### src/rtl/bdsr_pkg.sv
// bdsr_pkg: request and response types, opcode and read kind codes,
// address constants and card state struct for the banked dsr grom port
// no dependencies
`timescale 1ns / 1ps

package bdsr_pkg;

  // opcodes of one bus access
  localparam logic [1:0] OP_CRU_WRITE = 2'd0;
  localparam logic [1:0] OP_WIN_WRITE = 2'd1;
  localparam logic [1:0] OP_WIN_READ  = 2'd2;
  localparam logic [1:0] OP_UNUSED    = 2'd3;

  // read kinds of one response
  localparam logic [1:0] KIND_NONE      = 2'd0;
  localparam logic [1:0] KIND_BYTE      = 2'd1;
  localparam logic [1:0] KIND_FETCH     = 2'd2;
  localparam logic [1:0] KIND_UNCLAIMED = 2'd3;

  localparam logic [15:0] ADDR_WRITE_PORT = 16'h5FFE;
  localparam logic [15:0] DATA_READ_PORT  = 16'h5BFC;
  localparam logic [15:0] ADDR_READ_PORT  = 16'h5BFE;
  localparam logic [6:0]  CRU_ENABLE_OFS  = 7'h00;
  localparam logic [6:0]  CRU_BANK_OFS    = 7'h40;
  localparam logic [2:0]  WINDOW_TOP      = 3'b010;
  localparam logic [7:0]  HIDDEN_BYTE     = 8'hFF;

  typedef struct packed {
    logic [1:0]  opcode;
    logic [15:0] bus_address;
    logic [7:0]  write_data;
  } req_t;

  typedef struct packed {
    logic [1:0]  read_kind;
    logic [7:0]  read_byte;
    logic [16:0] fetch_offset;
    logic        window_visible;
    logic        selected_bank;
  } rsp_t;

  typedef struct packed {
    logic        visible;
    logic        bank_select;
    logic [15:0] grom_address;
    logic        write_low_next;
    logic        read_low_next;
  } card_state_t;

endpackage

### src/rtl/bdsr_decode.sv
// bdsr_decode: combinational decode of one bus access against the card state,
// gives the response and the next card state
// depends on bdsr_pkg
`timescale 1ns / 1ps

module bdsr_decode import bdsr_pkg::*; (
  input  req_t        req,
  input  card_state_t state,
  input  logic        card_enabled,
  output rsp_t        rsp,
  output card_state_t state_next
);

  logic [15:0] addr_plus;
  logic [15:0] bumped;
  logic        in_window;

  assign addr_plus = state.grom_address + 16'd1;
  assign bumped    = {state.grom_address[15:13], addr_plus[12:0]};
  assign in_window = (req.bus_address[15:13] == WINDOW_TOP);

  always_comb begin
    state_next       = state;
    rsp.read_kind    = KIND_NONE;
    rsp.read_byte    = 8'd0;
    rsp.fetch_offset = 17'd0;
    case (req.opcode)
      OP_CRU_WRITE: begin
        if (card_enabled) begin
          if (req.bus_address[6:0] == CRU_ENABLE_OFS) begin
            state_next.visible = (req.write_data != 8'd0);
          end else if (req.bus_address[6:0] == CRU_BANK_OFS) begin
            state_next.bank_select = req.write_data[0];
          end
        end
      end
      OP_WIN_WRITE: begin
        if (state.visible && req.bus_address == ADDR_WRITE_PORT) begin
          state_next.read_low_next = 1'b0;
          if (state.write_low_next) begin
            state_next.grom_address   = {state.grom_address[15:8], req.write_data};
            state_next.write_low_next = 1'b0;
          end else begin
            state_next.grom_address   = {req.write_data, state.grom_address[7:0]};
            state_next.write_low_next = 1'b1;
          end
        end
      end
      OP_WIN_READ: begin
        if (!in_window) begin
          rsp.read_kind = KIND_UNCLAIMED;
        end else if (!state.visible) begin
          rsp.read_kind = KIND_BYTE;
          rsp.read_byte = HIDDEN_BYTE;
        end else if (req.bus_address == DATA_READ_PORT) begin
          // grom space sits above the 64K of card rom
          rsp.read_kind           = KIND_FETCH;
          rsp.fetch_offset        = {1'b1, state.grom_address};
          state_next.grom_address = bumped;
        end else if (req.bus_address == ADDR_READ_PORT) begin
          rsp.read_kind             = KIND_BYTE;
          state_next.write_low_next = 1'b0;
          if (state.read_low_next) begin
            rsp.read_byte            = addr_plus[7:0];
            state_next.read_low_next = 1'b0;
          end else begin
            rsp.read_byte            = bumped[15:8];
            state_next.read_low_next = 1'b1;
          end
        end else if (!req.bus_address[12]) begin
          // fixed lower 4K bank
          rsp.read_kind    = KIND_FETCH;
          rsp.fetch_offset = {5'd0, req.bus_address[11:0]};
        end else begin
          // switched upper bank: 0x1000 or 0x2000 plus offset
          rsp.read_kind    = KIND_FETCH;
          rsp.fetch_offset = {3'd0, state.bank_select, ~state.bank_select,
                              req.bus_address[11:0]};
        end
      end
      default: begin
      end
    endcase
    rsp.window_visible = state_next.visible;
    rsp.selected_bank  = state_next.bank_select;
  end

endmodule

### src/rtl/banked_dsr_grom_port_unit.sv
// banked_dsr_grom_port_unit: top level of the banked dsr grom port card model,
// request register, card state, response register and config register
// depends on bdsr_pkg and bdsr_decode
`timescale 1ns / 1ps

// channel   direction  handshake              payload
// in        request    in_valid / in_stall    in_data  (req_t)
// out       response   out_valid / out_stall  out_data (rsp_t)
// cfg       write      cfg_we                 cfg_data (card_enabled)
//
// one request per cycle sustained while out_stall is low; an accepted request goes
// to the request register, then through one pass of decode into the response register
// card state is updated in the same cycle the response register loads
// rst (synchronous) clears card state, config and both valid flags
// out_stall holds the response register; in_stall rises only while the request
// register is full and cannot move into a held response register

module banked_dsr_grom_port_unit import bdsr_pkg::*; (
  input  logic clk,
  input  logic rst,
  input  logic in_valid,
  output logic in_stall,
  input  req_t in_data,
  output logic out_valid,
  input  logic out_stall,
  output rsp_t out_data,
  input  logic cfg_we,
  input  logic cfg_data
);

  // request register
  logic        req_valid;
  req_t        req;

  // card state and config
  card_state_t state;
  card_state_t state_next;
  logic        card_enabled;

  rsp_t        rsp_next;
  logic        advance;

  // the request register moves on when the response register is free or drains
  assign advance  = !out_valid || !out_stall;
  assign in_stall = req_valid && !advance;

  bdsr_decode u_decode (
    .req          (req),
    .state        (state),
    .card_enabled (card_enabled),
    .rsp          (rsp_next),
    .state_next   (state_next)
  );

  // config register
  always_ff @(posedge clk) begin
    if (rst) begin
      card_enabled <= 1'b0;
    end else if (cfg_we) begin
      card_enabled <= cfg_data;
    end
  end

  // request register
  always_ff @(posedge clk) begin
    if (rst) begin
      req_valid <= 1'b0;
    end else if (!in_stall) begin
      req_valid <= in_valid;
    end
  end

  always_ff @(posedge clk) begin
    if (in_valid && !in_stall) begin
      req <= in_data;
    end
  end

  // card state: changes only when a request passes into the response register
  always_ff @(posedge clk) begin
    if (rst) begin
      state <= '0;
    end else if (req_valid && advance) begin
      state <= state_next;
    end
  end

  // response register
  always_ff @(posedge clk) begin
    if (rst) begin
      out_valid <= 1'b0;
    end else if (advance) begin
      out_valid <= req_valid;
    end
  end

  always_ff @(posedge clk) begin
    if (req_valid && advance) begin
      out_data <= rsp_next;
    end
  end

`ifndef SYNTHESIS
  // the two byte toggles clear each other, so both are never set
  a_toggles_exclusive: assert property (@(posedge clk) disable iff (rst)
    !(state.write_low_next && state.read_low_next))
    else $error("write and read byte toggles both set");

  // an empty request register never stalls the input
  a_no_stall_when_empty: assert property (@(posedge clk) disable iff (rst)
    !req_valid |-> !in_stall)
    else $error("input stalled with empty request register");

  // an accepted request lands in the request register
  a_accept_loads: assert property (@(posedge clk) disable iff (rst)
    (in_valid && !in_stall) |=> req_valid)
    else $error("accepted request lost");

  // a byte response from a hidden window is always the hidden byte
  a_hidden_byte: assert property (@(posedge clk) disable iff (rst)
    (out_valid && out_data.read_kind == KIND_BYTE && !out_data.window_visible)
      |-> (out_data.read_byte == HIDDEN_BYTE))
    else $error("hidden window read gave a byte other than 0xFF");
`endif

endmodule
### config.mk
export PLATFORM = sky130hd
export DESIGN_NAME = banked_dsr_grom_port_unit
export DESIGN_NICKNAME = d
export VERILOG_FILES = /design/src/rtl/bdsr_pkg.sv /design/src/rtl/bdsr_decode.sv /design/src/rtl/banked_dsr_grom_port_unit.sv
export SDC_FILE = /design/constraint.sdc
export NUM_CORES = 1
export LEC_CHECK = 0
export BUFFER_PORTS_ARGS = -buffer_cell sky130_fd_sc_hd__buf_2
export CAP_MARGIN = 20
export CORE_MARGIN = 4
export CORE_UTILIZATION = 30
export CTS_BUF_LIST = sky130_fd_sc_hd__clkbuf_16
export DETAILED_ROUTE_END_ITERATION = 7
export SYNTH_ARGS = -nofsm -noshare
export SYNTH_HDL_FRONTEND = slang
export SYNTH_SLANG_ARGS = --single-unit
export TNS_END_PERCENT = 100
### constraint.sdc
create_clock -name clk -period 2.05 [get_ports clk]
set_input_delay 0.205 -clock clk [delete_from_list [all_inputs] [get_ports clk]]
set_output_delay 0.205 -clock clk [all_outputs]
set_load 0.02 [all_outputs]
==> results of run 1 <==
how the worst max path moves through the flow:
stage	to	cells after the start	slack, ns	start
2_1_floorplan	out_data[7]	5	0.11	req[21]
3_5_place_dp	out_data[10]	4	0.007	req[21]
4_1_cts	out_data[10]	4	0.003	req[21]
3_3_place_gp	out_data[7]	4	0.09	req[21]
5_1_grt	state[19]	5	-0.005	req[13]
6_report	state[19]	5	0.11	req[13]
cell usage in the layout, fill, tap and decap left out, types with 2 or more instances in the layout:
cell type  netlist  routed
dfxtp_1         23      23
nor2_1          30      30
nand4_1          5       5
o21ai_0         19      19
edfxtp_1        55      55
clkbuf_16        0       9
a311oi_1         2       2
a221oi_1         2       2
buf_4            1      29
and3_1           4       4
inv_1            2       4
a22oi_1          2       2
nor2b_1          4       3
nor4_1           5       5
xnor2_1          4       4
clkinv_2         0       2
nor3b_1          2       2
mux2i_1          8       8
and2_1           6       6
nand3_1         19      18
bufinv_16        0       3
nor3_1           6       6
and4_1           3       3
a21oi_1         22      21
nand2b_1         3       3
o211a_1          9       9
a22o_1           3       3
nand2_1         30      30
buf_2            0      62
xor2_1           6       6
mux2_2           2       2
cell usage after synthesis, types with 6 or more instances:
library cell / number / share of area
nand2_1: 30 / 0.032
nand3_1: 19 / 0.027
o21ai_0: 19 / 0.027
dfxtp_1: 23 / 0.13
mux2i_1: 8 / 0.023
nor2_1: 30 / 0.032
xor2_1: 6 / 0.015
o211a_1: 9 / 0.025
a21oi_1: 22 / 0.031
nor3_1: 6 / 0.0085
clkbuf_1: 14 / 0.015
edfxtp_1: 55 / 0.47
and2_1: 6 / 0.011
report_power, final:
part | switching [mW] | total (mW) | internal, mW
clock | 0.606 | 1.78 | 1.17
sequential | 0.0416 | 1.79 | 1.75
combinational | 0.125 | 0.201 | 0.0754
total | 0.773 | 3.77 | 3.00
state kept, by name, indices dropped and copies added, names as in the netlist:
name and cells:
out_data 29, req_valid 1, out_valid 1, req 26, state 20, card_enabled 1
layout make-up:
cell class                      instances  share of cell area
Clock buffer                            9             0.04933
Clock inverter                          7             0.02329
Inverter                                3            0.002740
Multi-Input combinational cell        219              0.3028
Sequential cell                        78              0.4626
Tap cell                              143             0.03919
Timing Repair Buffer                   92              0.1200
through the flow:
step	worst slack (ns)	instance area, µm²	power (mW)	util	cells
2_1_floorplan	0.1147	3552	1.916	-	315
3_3_place_gp	0.08848	4204	2.018	0.3651	533
3_5_place_dp	0.006623	4204	2.023	0.3651	533
4_1_cts	0.002726	4536	3.795	0.3939	549
5_1_grt	-0.004540	4566	3.900	0.3965	551
6_report	0.1103	4566	3.771	0.3965	551
routing by layer:
layer  wire [µm]  vias to the layer above  global-route usage
met5           0                        -                   0
met4         165                        0             0.06881
met3         744                        9             0.03990
met2        4323                      101              0.2306
met1        4316                     1363              0.1945
li1            -                     1362                   -
cells by family after synthesis:
logic type	Yosys count	share of synthesized area
AND/OR/NAND/NOR	129	0.1996
flip-flops	78	0.5952
AO/OA/AOI/OAI	69	0.1280
buffers and inverters	18	0.02010
XOR/XNOR	10	0.02468
multiplexers	10	0.02891
adder cells (fa/ha/maj)	1	0.003526
timing repair:
item | 4_1_cts | 5_1_grt
buffers inserted | 0 | 2
hold buffers | 0 | 0
gates resized for setup | 0 | 3
setup endpoints to repair | 0 | 27
worst max-delay path, delay by kind of cell, from the launching register on:
kind,cells,cell delay [ns]
AOI/OAI and AO/OA,1,0.06
DFF,1,0.40
muxes,1,0.38
and+or+nand+nor,3,0.96
==> flow_summary_export.csv, run 1 <==
group,metric,value,unit
cells_and_area,fillers,1129,
cells_and_area,layout.nets,436,
cells_and_area,area_growth,28.67,%
run_status,status,"complete, no violations",
clock_tree,cts.sinks,78,
die,die_area,13630,µm²
job,maxCapViolCount,0,
route,dr_total_vias,2835,
worst_setup_path,cp_cell_sequence,"or4_1 > nor4bb_2 > mux2_2 > nand2_1 > a21oi_1",
power,pwr_density_cell,826.0,nW/µm²
clock_tree,h-tree-depth,3,
worst_setup_path,reg2reg_to,"state[19]",
die,start_util,0.3081,
route,dr.pass1.iters,4,
die,ios,63,
yosys,synth-seq-area-share,0.5952,
route,ant_nets,0,
global_routing,grt_pass1_wl,15250,µm
yosys,ys_warn_count,0,
clock_tree,cts_tree,"yes",
worst_setup_path,cp.required,2.25,ns
yosys,synth.avg_cell_area,11.26,µm²
global_routing,grt-ovfl-total,0,
sta,finalHoldViolCount,0,
min_path,min_path_cells,1,
clock_tree,cts_buffers,9,
clock_tree,clock_latency,0.34,ns
sta,slew_viol_final,0,
sta,fin_setup_tns,0,ns
worst_setup_path,reg2reg_from,"req[13]",
global_routing,antenna_found_initial,0,
clock_tree,cts_buffer_depth,2,
cells_and_area,diodes,0,
yosys,synth_area,3548,µm²
sta,max_slew_margin,0.5789,
sta,clock_skew,0.006484,ns
yosys,syn_inst,315,
route,wl_per_cell,17.33,µm
worst_setup_path,crit_type,"reg2reg",
power,leakagePower,1.789,nW
route,routed_wl,9550,µm
worst_setup_path,reg2reg_depth,5,
min_path,min_to,"req[9]",
min_path,hp-class,"in2reg",
die,row_count,39,
worst_setup_path,critPathMaxFanout,3,
sta,fmax,0.5155,GHz
sta,setup_viol,0,
worst_setup_path,worstPathArrival,2.14,ns
worst_setup_path,worst_setup_path_start_kind,"register",
cells_and_area,multi_input_area,1383,µm²
sta,timing.final.crit_share,0.9462,
die,die_h,116.8,µm
yosys,synth_nets,348,
place,port_buffers,62,
clock_tree,clkTransAtPathRegs,0.06,ns
yosys,synthDistinctLibCells,52,
yosys,synth_edf_count,55,
die,core,11520,µm²
worst_setup_path,cp_slowest_cell,"or4_1",
yosys,synth_flop_cell,"edfxtp_1",
place,hpwlAfterDp,7158,µm
global_routing,grt_pass1_vias,2862,
route,drt-initial-drc-count,225,
worst_setup_path,rrSetupSlack,0.11,ns
min_path,worstHoldStart,"in_data[9]",
yosys,async_flop_share,0,
cells_and_area,regArea,2112,µm²
sta,whs,0.03954,ns
yosys,ys_seq_elements,78,
sta,worstMarginPinSlew,0.6307,ns
cells_and_area,drive_gt1_frac,0.2892,
route,drc,0,
clock_tree,cts.root.buffer_cell,"clkbuf_16",
global_routing,grt_max_degree,35,
worst_setup_path,cp-end-kind,"register",
die,die_w,116.8,µm
power,peakVddDrop,0.3608,mV
worst_setup_path,cpPeakStageDelay,0.58,ns
global_routing,grt_use_total,0.1490,
sta,period_needed,1.940,ns
route,vias_per_cell,5.145,
place,place.gp.congestion,0.8619,
Power figures use the tool's default switching activity.
==> run 2: changes to the inputs <==
Settings changed: BUFFER_PORTS_ARGS -buffer_cell sky130_fd_sc_hd__buf_2 to -buffer_cell sky130_fd_sc_hd__buf_4, CTS_BUF_LIST sky130_fd_sc_hd__clkbuf_16 to not set, TNS_END_PERCENT 100 to 50.
==> run 2 against run 1 <==
Against the previous run:
- sequential power is essentially flat
- critical path depth is the same
- first-iteration DRC count shrank 1.3%
- final cell count grew 0.54%
- wire length shrank 0.74%
- non-clock buffer count grew 3
- hold slack gained 0.0062 ns
- combinational power grew 15%
- setup slack lost 0.031 ns
- total power grew 0.43%
- cell area grew 4.0%
- count of clock-buffer cells in the layout grew 4
==> flow_summary_export.csv, run 2 (synthesized netlist as in run 1, its figures left out) <==
group,metric,value,unit
worst_setup_path,cp_cell_sequence,"nand3_1 > nor4_1 > xor2_1 > o21ai_0 > o21ai_0",
cells_and_area,top_register,"out_data",
worst_setup_path,cp_common_cell,"o21ai_0",
die,row_count,39,
worst_setup_path,critPathMaxFanout,5,
run_status,status,"complete, no violations",
sta,slew_viol_final,0,
cells_and_area,final_common_cell,"buf_4",
die,start_util,0.3081,
sta,worstMarginPinSlew,0.6763,ns
route,dr.pass1.iters,5,
cells_and_area,largest_reg_flops,29,
cells_and_area,area_growth,33.78,%
sta,fin_setup_tns,0,ns
route,drc,0,
sta,clock_skew,0.009993,ns
global_routing,grt-ovfl-total,0,
worst_setup_path,cpPeakStageDelay,0.60,ns
worst_setup_path,crit_type,"reg2reg",
clock_tree,h-tree-depth,3,
route,drt-initial-drc-count,222,
route,routed_wl,9479,µm
cells_and_area,regArea,2112,µm²
cells_and_area,layout.nets,439,
clock_tree,cts.root.buffer_cell,"clkbuf_16",
die,ios,63,
die,die_h,116.8,µm
cells_and_area,fillers,1133,
cells_and_area,drive_gt1_frac,0.2993,
place,port_buffers,62,
global_routing,grt_pass1_vias,2802,
die,die_w,116.8,µm
cells_and_area,multi_input_area,1386,µm²
sta,layout_setup_ws,0.07917,ns
worst_setup_path,cp_slowest_cell,"nor4_1",
clock_tree,cts_tree,"yes",
sta,whs,0.04576,ns
sta,max_slew_margin,0.5491,
clock_tree,clkTransAtPathRegs,0.06,ns
global_routing,antenna_found_initial,0,
sta,period_needed,1.971,ns
sta,finalHoldViolCount,0,
place,dp_slack,0.002752,ns
sta,setup_viol,0,
sta,fmax,0.5074,GHz
power,peakVddDrop,0.5949,mV
die,core,11520,µm²
cells_and_area,reg_top3,"out_data (29), req (26), state (20)",
place,place.gp.congestion,0.9120,
route,vias_per_cell,5.087,
die,die_area,13630,µm²
cells_and_area,diodes,0,
route,wl_per_cell,17.11,µm
route,ant_nets,0,
worst_setup_path,cp-end-kind,"register",
power,leakagePower,1.849,nW
worst_setup_path,worst_setup_path_start_kind,"register",
clock_tree,cts_buffer_depth,2,
sta,timing.final.crit_share,0.9614,
place,hpwlAfterDp,7294,µm
job,maxCapViolCount,0,
clock_tree,cts_buffers,9,
power,pwr_density_cell,797.8,nW/µm²
worst_setup_path,worstPathArrival,2.03,ns
min_path,hp-class,"in2reg",
route,dr_total_vias,2818,
cells_and_area,layout_common_cells,"buf_4 (93), edfxtp_1 (55), nand2_1 (30), nor2_1 (30), dfxtp_1 (23)",
global_routing,grt_use_total,0.1467,
clock_tree,clock_latency,0.33,ns
global_routing,grt_pass1_wl,15120,µm
clock_tree,cts.sinks,78,
global_routing,grt_max_degree,28,
worst_setup_path,cp.required,2.11,ns
==> run 2: cell count changes in the layout (fill, tap and decap cells not counted), moves of 2 or more <==
cell,change
buf_4,+64
buf_2,-62
buf_6,+2
clkbuf_1,+2
inv_1,-2
==> run 2: worst paths after layout <==
check	startpoint	end	slack, ns	cells past startpoint
max	state[6]	out_data[22]	0.08	5
min	in_data[1]	req[1]	0.05	1
max reg2reg	state[6]	out_data[22]	0.08	5
min reg2reg	state[15]	state[15]	0.48	2
==> run 2: metrics by stage <==
step,power [mW],utilization,instances,cell area [µm²]
4_1_cts,3.826,0.4093,553,4713
6_report,3.787,0.4122,554,4747
3_5_place_dp,2.054,0.3801,537,4377
2_1_floorplan,1.916,-,315,3552
5_1_grt,3.907,0.4122,554,4747
3_3_place_gp,2.050,0.3801,537,4377
==> run 2: final cells by class <==
| type | instances | share of cell area |
|---|---|---|
| well taps | 143 | 0.03769 |
| clock inverters | 3 | 0.01371 |
| inverters | 3 | 0.002636 |
| multi-input cells | 219 | 0.2920 |
| repair buffers | 95 | 0.1518 |
| flip-flops and latches | 78 | 0.4449 |
| clock buffers | 13 | 0.05720 |
==> run 2: routing by layer <==
| layer | part of all wire | global-route usage |
|---|---|---|
| met4 | 0.0095 | 0.04281 |
| met2 | 0.46 | 0.2260 |
| met1 | 0.46 | 0.2064 |
| met3 | 0.071 | 0.03420 |
| met5 | 0 | 0 |
==> run 2: report_power, final <==
group / internal, mW / total (mW) / switching (mW)
Clock: 1.17 / 1.77 / 0.593
Combinational: 0.106 / 0.232 / 0.126
Sequential: 1.75 / 1.79 / 0.0410
==> run 2: repair_timing <==
item,4_1_cts,5_1_grt
endpoints found under the setup margin,1,29
resized for setup,1,6
pin swaps,0,5
hold buffers,0,0
setup buffers,0,1
==> run 2: worst max-delay path: cells and delay by family (launching register included) <==
kind / cells / cell delay, ns
AO/OA/AOI/OAI: 2 / 0.34
AND/OR/NAND/NOR: 2 / 0.78
flip-flops: 1 / 0.46
XOR/XNOR: 1 / 0.12
